===== config.mk =====
export PLATFORM = sky130hd
export DESIGN_NAME = card_access_whitelist_controller
export DESIGN_NICKNAME = d
export VERILOG_FILES = /design/src/rtl/core/cawc_pkg.sv /design/src/rtl/core/cawc_ram.sv /design/src/rtl/core/cawc_window.sv /design/src/rtl/core/cawc_seq.sv /design/src/rtl/core/card_access_whitelist_controller.sv
export SDC_FILE = /design/constraint.sdc
export NUM_CORES = 2
export LEC_CHECK = 0
export BUFFER_PORTS_ARGS = -buffer_cell sky130_fd_sc_hd__buf_2
export CAP_MARGIN = 20
export CORE_MARGIN = 2
export CORE_UTILIZATION = 55
export DETAILED_ROUTE_END_ITERATION = 8
export GPL_ROUTABILITY_DRIVEN = 0
export GPL_TIMING_DRIVEN = 1
export PLACE_DENSITY_LB_ADDON = 0.08
export SYNTH_ARGS = -nofsm -noshare
export SYNTH_HDL_FRONTEND = slang
export SYNTH_SLANG_ARGS = --single-unit

===== constraint.sdc =====
create_clock -name i_clk -period 4.3 [get_ports i_clk]
set_input_delay 0 -clock i_clk [delete_from_list [all_inputs] [get_ports i_clk]]
set_output_delay 0 -clock i_clk [all_outputs]
set_load 0.01 [all_outputs]

===== src/rtl/core/cawc_pkg.sv =====
package cawc_pkg;

    // Item kinds on the input channel
    localparam logic KIND_CARD = 1'b0;
    localparam logic KIND_TICK = 1'b1;

    // Configuration register indexes
    localparam logic [1:0] CFG_ADD_ADMIN = 2'd0;
    localparam logic [1:0] CFG_DEL_ADMIN = 2'd1;
    localparam logic [1:0] CFG_WIN_TICKS = 2'd2;

    localparam logic [7:0]  WIN_TICKS_RST = 8'd100;
    localparam logic [31:0] ID_BLANK_LO   = 32'h0000_0000;
    localparam logic [31:0] ID_BLANK_HI   = 32'hFFFF_FFFF;

    typedef enum logic [3:0] {
        EV_REPEAT    = 4'd0,
        EV_GRANTED   = 4'd1,
        EV_DENIED    = 4'd2,
        EV_ADD_ENTER = 4'd3,
        EV_ADDED     = 4'd4,
        EV_EXISTS    = 4'd5,
        EV_FULL      = 4'd6,
        EV_ADD_LEAVE = 4'd7,
        EV_DEL_ENTER = 4'd8,
        EV_DELETED   = 4'd9,
        EV_NOT_FOUND = 4'd10,
        EV_DEL_LEAVE = 4'd11,
        EV_CLEARED   = 4'd12
    } t_event;

    typedef enum logic [1:0] {
        MODE_NORMAL = 2'd0,
        MODE_ADD    = 2'd1,
        MODE_DELETE = 2'd2
    } t_mode;

    typedef enum logic [1:0] {
        OP_LOOKUP = 2'd0,
        OP_ADD    = 2'd1,
        OP_DEL    = 2'd2
    } t_op;

    typedef enum logic [2:0] {
        ST_INIT   = 3'd0,
        ST_IDLE   = 3'd1,
        ST_SCAN   = 3'd2,
        ST_DECIDE = 3'd3,
        ST_CLEAR  = 3'd4,
        ST_DONE   = 3'd5
    } t_state;

    typedef struct packed {
        logic        kind;
        logic [31:0] card_id;
        logic        clear_button_held;
    } t_in_item;

    typedef struct packed {
        t_event     event_res;
        logic [5:0] slot;
        logic       door_open;
    } t_out_item;

    // Admin identities from the configuration registers
    typedef struct packed {
        logic [31:0] add_admin;
        logic [31:0] del_admin;
    } t_admin_ids;

endpackage


===== src/rtl/core/cawc_ram.sv =====
module cawc_ram #(
    parameter int WIDTH = 32,
    parameter int DEPTH = 64
) (
    input  logic                     i_clk,
    input  logic                     i_we,
    input  logic [$clog2(DEPTH)-1:0] i_waddr,
    input  logic [WIDTH-1:0]         i_wdata,
    input  logic                     i_re,
    input  logic [$clog2(DEPTH)-1:0] i_raddr,
    output logic [WIDTH-1:0]         o_rdata
);

    logic [WIDTH-1:0] r_mem [DEPTH];

    // Write port
    always_ff @(posedge i_clk) begin
        if (i_we) begin
            r_mem[i_waddr] <= i_wdata;
        end
    end

    // Registered read port
    always_ff @(posedge i_clk) begin
        if (i_re) begin
            o_rdata <= r_mem[i_raddr];
        end
    end

endmodule


===== src/rtl/core/cawc_window.sv =====
module cawc_window (
    input  logic        i_clk,
    input  logic        i_rst_n,
    input  logic        i_read_acc,
    input  logic        i_tick_acc,
    input  logic [31:0] i_card_id,
    input  logic [7:0]  i_win_ticks,
    output logic        o_repeat
);

    logic        r_active;
    logic [31:0] r_last;
    logic [7:0]  r_count;
    logic [7:0]  n_count;

    assign o_repeat = r_active && (i_card_id == r_last);
    assign n_count  = r_count + 8'd1;

    // Open the window on a fresh read, count its ticks up to the window length
    always_ff @(posedge i_clk) begin
        if (!i_rst_n) begin
            r_active <= 1'b0;
            r_last   <= '0;
            r_count  <= '0;
        end else if (i_read_acc && !o_repeat) begin
            r_last   <= i_card_id;
            r_active <= 1'b1;
        end else if (i_tick_acc && r_active) begin
            if (n_count >= i_win_ticks) begin
                r_active <= 1'b0;
                r_count  <= '0;
            end else begin
                r_count <= n_count;
            end
        end
    end

endmodule


===== src/rtl/core/cawc_seq.sv =====
module cawc_seq #(
    parameter int TABLE_ENTRIES = 64
) (
    input  logic                 i_clk,
    input  logic                 i_rst_n,
    input  logic                 i_accept,
    input  cawc_pkg::t_in_item   i_item,
    input  logic                 i_repeat,
    input  cawc_pkg::t_admin_ids i_admin,
    output logic                 o_busy,
    output logic                 o_res_valid,
    input  logic                 i_res_take,
    output cawc_pkg::t_out_item  o_res
);

    localparam int AW = $clog2(TABLE_ENTRIES);
    localparam logic [AW-1:0] LAST_IDX = AW'(TABLE_ENTRIES - 1);
    localparam logic [AW:0]   ENTRIES  = (AW + 1)'(TABLE_ENTRIES);

    cawc_pkg::t_state r_state, n_state;
    cawc_pkg::t_mode  r_mode, d_mode;
    cawc_pkg::t_op    r_op, d_op;
    cawc_pkg::t_event r_res, d_ev;
    logic             d_go_scan, d_go_clear;

    logic [AW:0]   r_cnt;
    logic          r_chk_valid;
    logic [AW-1:0] r_chk_idx;
    logic [31:0]   r_id;
    logic          r_hit, r_blank_found;
    logic [AW-1:0] r_hit_idx, r_blank_idx, r_slot_idx;

    logic          rd_more, clr_last, chk_last, id_blank;
    logic          ram_we, ram_re;
    logic [AW-1:0] ram_waddr, ram_raddr;
    logic [31:0]   ram_wdata, ram_rdata;
    logic          row_match, row_blank;
    logic [AW+5:0] slot_ext;

    cawc_ram #(
        .WIDTH (32),
        .DEPTH (TABLE_ENTRIES)
    ) u_table (
        .i_clk   (i_clk),
        .i_we    (ram_we),
        .i_waddr (ram_waddr),
        .i_wdata (ram_wdata),
        .i_re    (ram_re),
        .i_raddr (ram_raddr),
        .o_rdata (ram_rdata)
    );

    assign rd_more   = r_cnt < ENTRIES;
    assign clr_last  = r_cnt[AW-1:0] == LAST_IDX;
    assign chk_last  = r_chk_idx == LAST_IDX;
    assign id_blank  = (i_item.card_id == cawc_pkg::ID_BLANK_LO) ||
                       (i_item.card_id == cawc_pkg::ID_BLANK_HI);
    assign row_match = ram_rdata == r_id;
    assign row_blank = (ram_rdata == cawc_pkg::ID_BLANK_LO) ||
                       (ram_rdata == cawc_pkg::ID_BLANK_HI);

    // Decode a card read against mode and admin identities
    always_comb begin
        d_mode     = r_mode;
        d_op       = cawc_pkg::OP_LOOKUP;
        d_ev       = cawc_pkg::EV_DENIED;
        d_go_scan  = 1'b0;
        d_go_clear = 1'b0;
        if (i_repeat) begin
            d_ev = cawc_pkg::EV_REPEAT;
        end else begin
            case (r_mode)
                cawc_pkg::MODE_ADD: begin
                    if (i_item.card_id == i_admin.add_admin) begin
                        d_mode = cawc_pkg::MODE_NORMAL;
                        d_ev   = cawc_pkg::EV_ADD_LEAVE;
                    end else if (id_blank) begin
                        d_ev = cawc_pkg::EV_DENIED;
                    end else begin
                        d_op      = cawc_pkg::OP_ADD;
                        d_go_scan = 1'b1;
                    end
                end
                cawc_pkg::MODE_DELETE: begin
                    if (i_item.card_id == i_admin.del_admin) begin
                        d_mode = cawc_pkg::MODE_NORMAL;
                        d_ev   = cawc_pkg::EV_DEL_LEAVE;
                    end else if (id_blank) begin
                        d_ev = cawc_pkg::EV_NOT_FOUND;
                    end else begin
                        d_op      = cawc_pkg::OP_DEL;
                        d_go_scan = 1'b1;
                    end
                end
                default: begin
                    if (i_item.card_id == i_admin.add_admin) begin
                        d_mode = cawc_pkg::MODE_ADD;
                        d_ev   = cawc_pkg::EV_ADD_ENTER;
                    end else if (i_item.card_id == i_admin.del_admin) begin
                        if (i_item.clear_button_held) begin
                            d_mode     = cawc_pkg::MODE_NORMAL;
                            d_ev       = cawc_pkg::EV_CLEARED;
                            d_go_clear = 1'b1;
                        end else begin
                            d_mode = cawc_pkg::MODE_DELETE;
                            d_ev   = cawc_pkg::EV_DEL_ENTER;
                        end
                    end else if (id_blank) begin
                        d_ev = cawc_pkg::EV_DENIED;
                    end else begin
                        d_go_scan = 1'b1;
                    end
                end
            endcase
        end
    end

    // Next state
    always_comb begin
        n_state = r_state;
        case (r_state)
            cawc_pkg::ST_INIT: begin
                if (clr_last) n_state = cawc_pkg::ST_IDLE;
            end
            cawc_pkg::ST_IDLE: begin
                if (i_accept) begin
                    if (d_go_clear)     n_state = cawc_pkg::ST_CLEAR;
                    else if (d_go_scan) n_state = cawc_pkg::ST_SCAN;
                    else                n_state = cawc_pkg::ST_DONE;
                end
            end
            cawc_pkg::ST_SCAN: begin
                if (r_chk_valid && chk_last) n_state = cawc_pkg::ST_DECIDE;
            end
            cawc_pkg::ST_DECIDE: begin
                n_state = cawc_pkg::ST_DONE;
            end
            cawc_pkg::ST_CLEAR: begin
                if (clr_last) n_state = cawc_pkg::ST_DONE;
            end
            cawc_pkg::ST_DONE: begin
                if (i_res_take) n_state = cawc_pkg::ST_IDLE;
            end
            default: begin
                n_state = cawc_pkg::ST_IDLE;
            end
        endcase
    end

    // Table port control per state
    always_comb begin
        ram_we    = 1'b0;
        ram_waddr = r_cnt[AW-1:0];
        ram_wdata = cawc_pkg::ID_BLANK_LO;
        ram_re    = 1'b0;
        ram_raddr = r_cnt[AW-1:0];
        o_busy    = 1'b1;
        o_res_valid = 1'b0;
        case (r_state)
            cawc_pkg::ST_INIT, cawc_pkg::ST_CLEAR: begin
                ram_we = 1'b1;
            end
            cawc_pkg::ST_IDLE: begin
                o_busy = 1'b0;
            end
            cawc_pkg::ST_SCAN: begin
                ram_re    = rd_more;
                ram_waddr = r_chk_idx;
                ram_we    = (r_op == cawc_pkg::OP_DEL) && r_chk_valid && row_match;
            end
            cawc_pkg::ST_DECIDE: begin
                ram_waddr = r_blank_idx;
                ram_wdata = r_id;
                ram_we    = (r_op == cawc_pkg::OP_ADD) && !r_hit && r_blank_found;
            end
            cawc_pkg::ST_DONE: begin
                o_res_valid = 1'b1;
            end
            default: begin
                ram_we = 1'b0;
            end
        endcase
    end

    // Control registers
    always_ff @(posedge i_clk) begin
        if (!i_rst_n) begin
            r_state     <= cawc_pkg::ST_INIT;
            r_mode      <= cawc_pkg::MODE_NORMAL;
            r_cnt       <= '0;
            r_chk_valid <= 1'b0;
        end else begin
            r_state     <= n_state;
            r_chk_valid <= (r_state == cawc_pkg::ST_SCAN) && rd_more;
            if (r_state == cawc_pkg::ST_IDLE) begin
                r_cnt <= '0;
                if (i_accept) r_mode <= d_mode;
            end else if (r_state == cawc_pkg::ST_INIT || r_state == cawc_pkg::ST_CLEAR ||
                         (r_state == cawc_pkg::ST_SCAN && rd_more)) begin
                r_cnt <= r_cnt + 1'b1;
            end
        end
    end

    // Scan bookkeeping and result
    always_ff @(posedge i_clk) begin
        r_chk_idx <= r_cnt[AW-1:0];
        case (r_state)
            cawc_pkg::ST_IDLE: begin
                if (i_accept) begin
                    r_id          <= i_item.card_id;
                    r_op          <= d_op;
                    r_res         <= d_ev;
                    r_hit         <= 1'b0;
                    r_blank_found <= 1'b0;
                    r_hit_idx     <= '0;
                    r_blank_idx   <= '0;
                    r_slot_idx    <= '0;
                end
            end
            cawc_pkg::ST_SCAN: begin
                if (r_chk_valid && row_match && !r_hit) begin
                    r_hit     <= 1'b1;
                    r_hit_idx <= r_chk_idx;
                end
                if (r_chk_valid && row_blank && !r_blank_found) begin
                    r_blank_found <= 1'b1;
                    r_blank_idx   <= r_chk_idx;
                end
            end
            cawc_pkg::ST_DECIDE: begin
                case (r_op)
                    cawc_pkg::OP_ADD: begin
                        if (r_hit) begin
                            r_res <= cawc_pkg::EV_EXISTS;
                        end else if (r_blank_found) begin
                            r_res      <= cawc_pkg::EV_ADDED;
                            r_slot_idx <= r_blank_idx;
                        end else begin
                            r_res <= cawc_pkg::EV_FULL;
                        end
                    end
                    cawc_pkg::OP_DEL: begin
                        if (r_hit) begin
                            r_res      <= cawc_pkg::EV_DELETED;
                            r_slot_idx <= r_hit_idx;
                        end else begin
                            r_res <= cawc_pkg::EV_NOT_FOUND;
                        end
                    end
                    default: begin
                        r_res <= r_hit ? cawc_pkg::EV_GRANTED : cawc_pkg::EV_DENIED;
                    end
                endcase
            end
            default: begin
                r_hit <= r_hit;
            end
        endcase
    end

    // Slot reports the index modulo 64
    assign slot_ext        = {6'd0, r_slot_idx};
    assign o_res.event_res = r_res;
    assign o_res.slot      = slot_ext[5:0];
    assign o_res.door_open = r_res == cawc_pkg::EV_GRANTED;

endmodule


===== src/rtl/core/card_access_whitelist_controller.sv =====
// Card read: a decision that needs no table walk goes straight to the result;
// otherwise the table is walked (one slot read per cycle through the single read
// port of the card table), or, for clear-all, swept to zero before the result.
// Timer ticks give no result. One item is in work at a time.
// Reset: synchronous, active low; afterwards the table is swept to zero, one
// slot per cycle, before the first item is taken.
module card_access_whitelist_controller #(
    parameter int TABLE_ENTRIES = 64
) (
    input  logic                i_clk,
    input  logic                i_rst_n,
    input  logic                i_in_valid,
    output logic                o_in_stall,
    input  cawc_pkg::t_in_item  i_in_data,
    output logic                o_out_valid,
    input  logic                i_out_stall,
    output cawc_pkg::t_out_item o_out_data,
    input  logic                i_cfg_valid,
    output logic                o_cfg_ready,
    input  logic [1:0]          i_cfg_index,
    input  logic [31:0]         i_cfg_data
);

    cawc_pkg::t_admin_ids r_admin;
    logic [7:0]           r_win_ticks;
    logic                 r_out_valid;
    cawc_pkg::t_out_item  r_out_data;

    logic                w_busy, w_repeat, w_res_valid, w_res_take;
    logic                w_in_acc, w_read_acc, w_tick_acc;
    cawc_pkg::t_out_item w_res;

    assign o_cfg_ready = 1'b1;
    assign o_in_stall  = w_busy;
    assign w_in_acc    = i_in_valid && !w_busy;
    assign w_read_acc  = w_in_acc && (i_in_data.kind == cawc_pkg::KIND_CARD);
    assign w_tick_acc  = w_in_acc && (i_in_data.kind == cawc_pkg::KIND_TICK);

    // Configuration registers
    always_ff @(posedge i_clk) begin
        if (!i_rst_n) begin
            r_admin.add_admin <= '0;
            r_admin.del_admin <= '0;
            r_win_ticks       <= cawc_pkg::WIN_TICKS_RST;
        end else if (i_cfg_valid && o_cfg_ready) begin
            case (i_cfg_index)
                cawc_pkg::CFG_ADD_ADMIN: r_admin.add_admin <= i_cfg_data;
                cawc_pkg::CFG_DEL_ADMIN: r_admin.del_admin <= i_cfg_data;
                cawc_pkg::CFG_WIN_TICKS: r_win_ticks       <= i_cfg_data[7:0];
                default:                 r_win_ticks       <= r_win_ticks;
            endcase
        end
    end

    cawc_window u_window (
        .i_clk       (i_clk),
        .i_rst_n     (i_rst_n),
        .i_read_acc  (w_read_acc),
        .i_tick_acc  (w_tick_acc),
        .i_card_id   (i_in_data.card_id),
        .i_win_ticks (r_win_ticks),
        .o_repeat    (w_repeat)
    );

    cawc_seq #(
        .TABLE_ENTRIES (TABLE_ENTRIES)
    ) u_seq (
        .i_clk       (i_clk),
        .i_rst_n     (i_rst_n),
        .i_accept    (w_read_acc),
        .i_item      (i_in_data),
        .i_repeat    (w_repeat),
        .i_admin     (r_admin),
        .o_busy      (w_busy),
        .o_res_valid (w_res_valid),
        .i_res_take  (w_res_take),
        .o_res       (w_res)
    );

    // Output register: load when empty or being drained
    assign w_res_take = !r_out_valid || !i_out_stall;

    always_ff @(posedge i_clk) begin
        if (!i_rst_n) begin
            r_out_valid <= 1'b0;
        end else if (w_res_take) begin
            r_out_valid <= w_res_valid;
        end
    end

    always_ff @(posedge i_clk) begin
        if (w_res_take && w_res_valid) begin
            r_out_data <= w_res;
        end
    end

    assign o_out_valid = r_out_valid;
    assign o_out_data  = r_out_data;

    // Slot is only reported for add and delete
    a_slot_event: assert property (@(posedge i_clk) disable iff (!i_rst_n)
        (o_out_valid && o_out_data.slot != 6'd0) |->
        (o_out_data.event_res == cawc_pkg::EV_ADDED ||
         o_out_data.event_res == cawc_pkg::EV_DELETED))
        else $error("slot reported for an event that writes no slot");

    // Sequencer holds its result until the output register takes it
    a_res_hold: assert property (@(posedge i_clk) disable iff (!i_rst_n)
        (w_res_valid && !w_res_take) |=> (w_res_valid && $stable(w_res)))
        else $error("sequencer result dropped or changed while waiting");

    // Output only becomes valid from a sequencer result
    a_out_source: assert property (@(posedge i_clk) disable iff (!i_rst_n)
        $rose(o_out_valid) |-> $past(w_res_valid))
        else $error("output valid without a sequencer result");

    // No item enters while a sequencer result is pending
    a_no_accept_busy: assert property (@(posedge i_clk) disable iff (!i_rst_n)
        (w_res_valid && i_in_valid) |-> o_in_stall)
        else $error("item accepted while a result is pending");

endmodule


# Yosys cells after proc, flatten, opt, wreduce, memory -nomap -nowiden
# Memories as Yosys holds them, arrays and structs flattened. A register that Yosys moved wholly into a read port is not among the register bits.
# Index checks and enable logic that the tools add are counted.
dict set report totals {
  mem_bits_ro 0
  memories 1
  inputBits 73
  latchBits 0
  ramBits 2048
  regBits 202
  wordCells 188
}
# memory depth width read_ports rd_clocked_by_memory_dff write_ports line_no
set mem_list {}
lappend mem_list {u_seq.u_table.r_mem 64 32 1 1 1 cawc_ram.sv:14} ;# logic [WIDTH-1:0] r_mem [DEPTH];
dict set report op_classes {
  mux 72
  bitwise_logic 4
  n_div 0
  n_lt_le_gt_ge 2
  n_mul 0
  addsub 2
  shifts 0
  n_reduce_logical 51
  eq_ne 33
}
# cell count
set ops {}
lappend ops {{32-bit equality test} 4}
lappend ops {{32-bit equality test, second input constant} 2}
lappend ops {{32-bit logical NOT} 2}
lappend ops {{6-bit case mux with 2 select lines} 5}
lappend ops {{6-bit 2-to-1 mux} 6}
lappend ops {{32-bit 2-to-1 mux} 1}
lappend ops {{4-bit 2-to-1 mux} 7}
lappend ops {{3-bit 2-to-1 mux} 9}
lappend ops {{4-bit case mux with 2 select lines} 3}
lappend ops {{1-bit 2-to-1 mux} 22}
lappend ops {{2-bit 2-to-1 mux} 11}
lappend ops {{3-bit case mux with 6 select lines} 1}
lappend ops {{1-bit logical AND} 17}
lappend ops {{2-bit AND reduction} 7}
lappend ops {{6-bit equality test, second input constant} 2}
lappend ops {{2-bit by 1-bit != test with 1-bit output, second input constant} 6}
lappend ops {{6-bit AND reduction} 2}
lappend ops {{2-bit nonzero test} 5}
lappend ops {{8-bit by 1-bit adder with 8-bit output, second input constant} 1}
lappend ops {{8-bit >= comparator} 1}
lappend ops {{8-bit 2-to-1 mux} 1}
lappend ops {{2-bit case mux with 2 select lines} 2}
lappend ops {{7-bit by 1-bit adder with 7-bit output, second input constant} 1}
lappend ops {{7-bit < comparator, second input constant} 1}
lappend ops {{20 further kinds} 45}

# Logic depth before layout (Yosys ltp)
dict set report logic_depth {
  depth_word 11
  depth_mapped 12
  mapped_depth_nobuf 11
}

# Cells and area by module
# Synthesis repeated with hierarchy kept, for this count alone.
dict set report unflattened {
  cells_unflattened 4476
  hier_area_um2 89299.4
}
# mod area_per_inst_um2 cells_each instances
set modules_own_cells {}
lappend modules_own_cells {cawc_ram 79359.9 3511 1}
lappend modules_own_cells {cawc_seq 4586.9 438 1}
lappend modules_own_cells {card_access_whitelist_controller 3169.3 295 1}
lappend modules_own_cells {cawc_window 2183.3 232 1}

# Least setup slack after synthesis
# Ideal clock, no wire load.
dict set report synth_path {
  path_kind {reg2reg}
  start {reg u_seq.r_state[0]}
  end {reg u_seq.r_cnt[3]}
  stages_incl_launch_ff 9
  setup_ns 0.120
  arrival_time_ns 3.741
  slack_ns 0.440
  cell_sequence {dfxtp_1 > clkbuf_1 > nor3_1 > or2_2 > clkbuf_1 > and3_1 > nand2_1 > xor2_1 > nor2_1}
}
dict set report synth_between {
  elab_chain_len 3
}
# item line_no
set synth_lines {}
lappend synth_lines {{start: declaration} cawc_seq.sv:20} ;# cawc_pkg::t_state r_state, n_state;
lappend synth_lines {{start signal: assignment} cawc_seq.sv:188} ;# r_state <= cawc_pkg::ST_INIT;
lappend synth_lines {{start signal: assignment} cawc_seq.sv:193} ;# r_state <= n_state;
lappend synth_lines {{3-bit equality test, or another cell as far along} cawc_seq.sv:198} ;# end else if (r_state == cawc_pkg::ST_INIT || r_state == cawc_pkg::ST_CLEAR ||
lappend synth_lines {{1-bit logical OR or 1-bit logical AND (tied branches)} {cawc_seq.sv:198, cawc_seq.sv:199}}
lappend synth_lines {{1-bit logical OR} cawc_seq.sv:198}
lappend synth_lines {{end signal: assignment} cawc_seq.sv:200} ;# r_cnt <= r_cnt + 1'b1;
lappend synth_lines {{end: declaration} cawc_seq.sv:26} ;# logic [AW:0] r_cnt;
# Several ways; a longest one is shown, not always the timed one.
# A chain may end at the register's enable or synchronous reset.

# Worst setup path after layout
dict set report layout_path {
  start {reg u_seq.r_state[0]}
  end {reg u_window.r_last[25]}
}
dict set report layout_between {
  elab_chain_len 4
}
# item line_no
set layout_lines {}
lappend layout_lines {{3-bit by 1-bit equality test with 1-bit output} cawc_seq.sv:159} ;# case (r_state)
lappend layout_lines {{1-bit logical AND} card_access_whitelist_controller.sv:35} ;# assign w_in_acc = i_in_valid && !w_busy;
lappend layout_lines {{1-bit logical AND} card_access_whitelist_controller.sv:36} ;# assign w_read_acc = w_in_acc && (i_in_data.kind == cawc_pkg::KIND_CARD);
lappend layout_lines {{1-bit logical AND} cawc_window.sv:25} ;# end else if (i_read_acc && !o_repeat) begin
lappend layout_lines {{end signal: assignment} cawc_window.sv:26} ;# r_last <= i_card_id;
lappend layout_lines {{end: declaration} cawc_window.sv:12} ;# logic [31:0] r_last;
# No other way between the ends.

==> results.toml <==
[timing]
setup-violations-final = 0
min_period_ps = 3970
rsz0062_at_grt = "false"
max_freq_mhz = 252
slew_violations = 0
whs_ps = 79.1
min_period_over_period = 0.924
slew_headroom = 0.252
hold_viol = 0
worst_slew_pin_slew_ps = 1120
fin_setup_tns_ps = 0
fin_skew_ps = 28.9

[synthesis]
async_flop_share = 0
syn_avg_cell_area_um2 = 21.7
synth_cell_types = 50
synth_area_um2 = 88400
syn_inst = 4074
synth_fp_nets = 4161
synth_seq_cells = 2282
ys_seq_area_frac = 0.760
ys.flop_type = "edfxtp_1"
synth-edff-count = 2149
ys_warn_count = 0

[detailed_routing]
wirelength_mm = 214
ant_nets = 0
wl_per_cell_um = 31.7
vias_per_cell = 6.31
drc_errors = 0
firstDrtPassIters = 5
vias = 42600
drtIter0Drc = 4969

[layout]
final_common_cell = "edfxtp_1"
final_cell_mix = "edfxtp_1, mux4_2, clkbuf_16"
fill_cells = 10700
multi_input_area_um2 = 20600
seqCellArea_um2 = 67200
drive_above_1_share = 0.298
area_growth_syn_to_layout_pct = 15.0
final_nets = 4559

[global_route]
antenna_found_initial = 14
grt_use_total = 0.265
grt_pass1_vias = 43100
use_met3 = 0.0484
grt_pass1_wl_mm = 308
grt_max_degree = 99
met2_usage = 0.427
grt-ovfl-total = 0
busiest_layer = "met2"
grtUsageMet1 = 0.375

[floorplan]
core_area_um2 = 160000
dieArea_um2 = 164000
die_w_um = 405
fp.dieH_um = 405
rows = 147
top_level_ports = 87
initial_core_util = 0.552

[clock_network]
clockRootBuffer = "clkbuf_16"
clk_pin_slew_ps = 60
cts_resized = 0
cts.sinks = 2282
cts_tree = "done"
numCtsBuffers = 223
cts-htree-levels = 4
ctsLongestPathBuffers = 3
clkLatencyLatePin_ps = 840

[critical_path]
endpoint = "u_window.r_last[25]$_SDFFE_PN0P_"
crit_cells = 9
rr_startpoint = "u_seq.r_state[0]$_SDFFE_PN0P_"
reg2regPathDepth = 9
cp-start-kind = "register"
critPathMaxStageDelay_ps = 740
cp.required_ps = 5070
critPathKind = "register to register"
cp_top_family = "buffers and inverters"
critPathBufInv = 4
arrival_ps = 4750
slowest_stage = "dfxtp_1"
rrSetupSlack_ps = 330
worstReg2RegEnd = "u_window.r_last[25]$_SDFFE_PN0P_"
critPathMaxFanout = 64
end_kind = "register"
crit_chain = "inv_2 -> nor3_1 -> nand2_1 -> or2_1 -> inv_2 -> buf_4 -> nand2_1 -> a21oi_1 -> dlygate4sd3_1"
cp-startpoint = "u_seq.r_state[0]$_SDFFE_PN0P_"

[placed_design]
hpwlAfterDp_mm = 130
portBuffers = 85

[run_status]
outcome = "completed"

[power]
powerDensity_nw_per_um2 = 446
ir_drop_mv = 0.424
p_leak_nw = 34.2

[run]
cap_violations = 0

[hold_path]
hold_path.class = "input pin to register"
[routing by layer]
layer	up-vias	share of wire
met5	-	0
met2	1600	0.49
met1	23000	0.41
met4	0	0.029
met3	349	0.070
li1	17700	-
[per-stage QoR]
step | instances | utilization | total power (W) | area, µm² | worst slack (ps)
6_report | 6751 | 0.635 | 0.0454 | 102000 | 327
3_3_place_gp | 6201 | 0.581 | 0.0265 | 93000 | 652
5_1_grt | 6747 | 0.635 | 0.0466 | 102000 | 202
2_1_floorplan | 4074 | - | 0.0258 | 88400 | 440
3_5_place_dp | 6201 | 0.581 | 0.0265 | 93000 | 675
4_1_cts | 6741 | 0.634 | 0.0457 | 102000 | 492
[worst min-delay path, delay by kind of cell]
kind | cells | cell delay [ps]
buffers and inverters | 2 | 780
and+or+nand+nor | 1 | 100
[worst min path at each step]
stage / start / end / slack [ps] / depth (start not counted)
2_1_floorplan: i_in_data[1] / u_seq.r_id[0]$_DFFE_PP_ / 100 / 0
3_3_place_gp: i_cfg_data[12] / r_admin[12]$_SDFFE_PN0P_ / 250 / 3
3_5_place_dp: i_cfg_data[17] / r_admin[49]$_SDFFE_PN0P_ / 260 / 3
4_1_cts: i_rst_n / r_win_ticks[6]$_SDFFE_PN1P_ / 20 / 3
5_1_grt: i_rst_n / r_win_ticks[6]$_SDFFE_PN1P_ / 50 / 3
6_report: i_rst_n / r_win_ticks[6]$_SDFFE_PN1P_ / 80 / 3
[synthesized netlist by cell type, drive strengths merged, types with 2 or more instances]
| master | n | share of area |
|---|---|---|
| a21boi | 4 | 0.00034 |
| a21oi | 117 | 0.0066 |
| and2 | 39 | 0.0028 |
| and3 | 5 | 0.00035 |
| buf | 69 | 0.0051 |
| clkbuf | 165 | 0.0070 |
| dfxtp | 133 | 0.030 |
| edfxtp | 2149 | 0.73 |
| ha | 14 | 0.0020 |
| inv | 23 | 0.00098 |
| mux2i | 18 | 0.0020 |
| mux4 | 672 | 0.17 |
| nand2 | 221 | 0.0094 |
| nand2b | 2 | 0.00014 |
| nand3 | 43 | 0.0024 |
| nand3b | 2 | 0.00017 |
| nand4 | 38 | 0.0027 |
| nor2 | 105 | 0.0045 |
| nor2b | 4 | 0.00028 |
| nor3 | 6 | 0.00034 |
| nor4 | 46 | 0.0033 |
| o21a | 6 | 0.00051 |
| o21ai | 21 | 0.0012 |
| o22ai | 5 | 0.00035 |
| or2 | 5 | 0.00035 |
| or3 | 6 | 0.00042 |
| or4 | 2 | 0.00017 |
| xnor2 | 35 | 0.0035 |
| xor2 | 105 | 0.010 |
[area by class of cell]
type,count,share of cell area
Clock buffer,281,0.0578
Antenna cell,4,0.0000985
Clock inverter,133,0.0132
Sequential cell,2282,0.661
Multi-Input combinational cell,1535,0.202
Timing Repair Buffer,407,0.0388
Inverter,23,0.000862
Tap cell,2086,0.0257
[what timing repair did]
item                      4_1_cts  5_1_grt
setup buffers                   0        0
hold endpoints to repair      170        0
hold buffers                  126        0
[flip-flops by register name, summed over array words and instances (netlist names), 2 cells and up]
| signal | count |
|---|---|
| u_seq.r_slot_idx | 6 |
| u_seq.r_id | 32 |
| u_seq.u_table.o_rdata | 32 |
| u_seq.r_blank_idx | 6 |
| u_seq.r_res | 4 |
| u_seq.u_table.r_mem | 2048 |
| u_window.r_count | 8 |
| u_seq.r_op | 2 |
| r_admin | 64 |
| u_seq.r_hit_idx | 6 |
| u_seq.r_chk_idx | 6 |
| u_window.r_last | 32 |
| o_out_data | 11 |
| u_seq.r_mode | 2 |
| r_win_ticks | 8 |
| u_seq.r_state | 3 |
| u_seq.r_cnt | 7 |
[power breakdown]
group,internal (W),total (W),switching (W)
registers,0.0241,0.0241,0.0000579
logic,0.000845,0.00199,0.00114
clock network,0.0111,0.0192,0.00815
total,0.0360,0.0454,0.00935
[kinds of logic after synthesis]
group	count (synthesis)	share of synthesized area
other cells	1	0.0000424
xor+xnor	140	0.0139
fa+ha+maj	14	0.00198
buf+inv	257	0.0130
mux	690	0.173
simple gates	528	0.0276
compound gates	162	0.00991
flops	2282	0.760
Power figures use the tool's default switching activity.
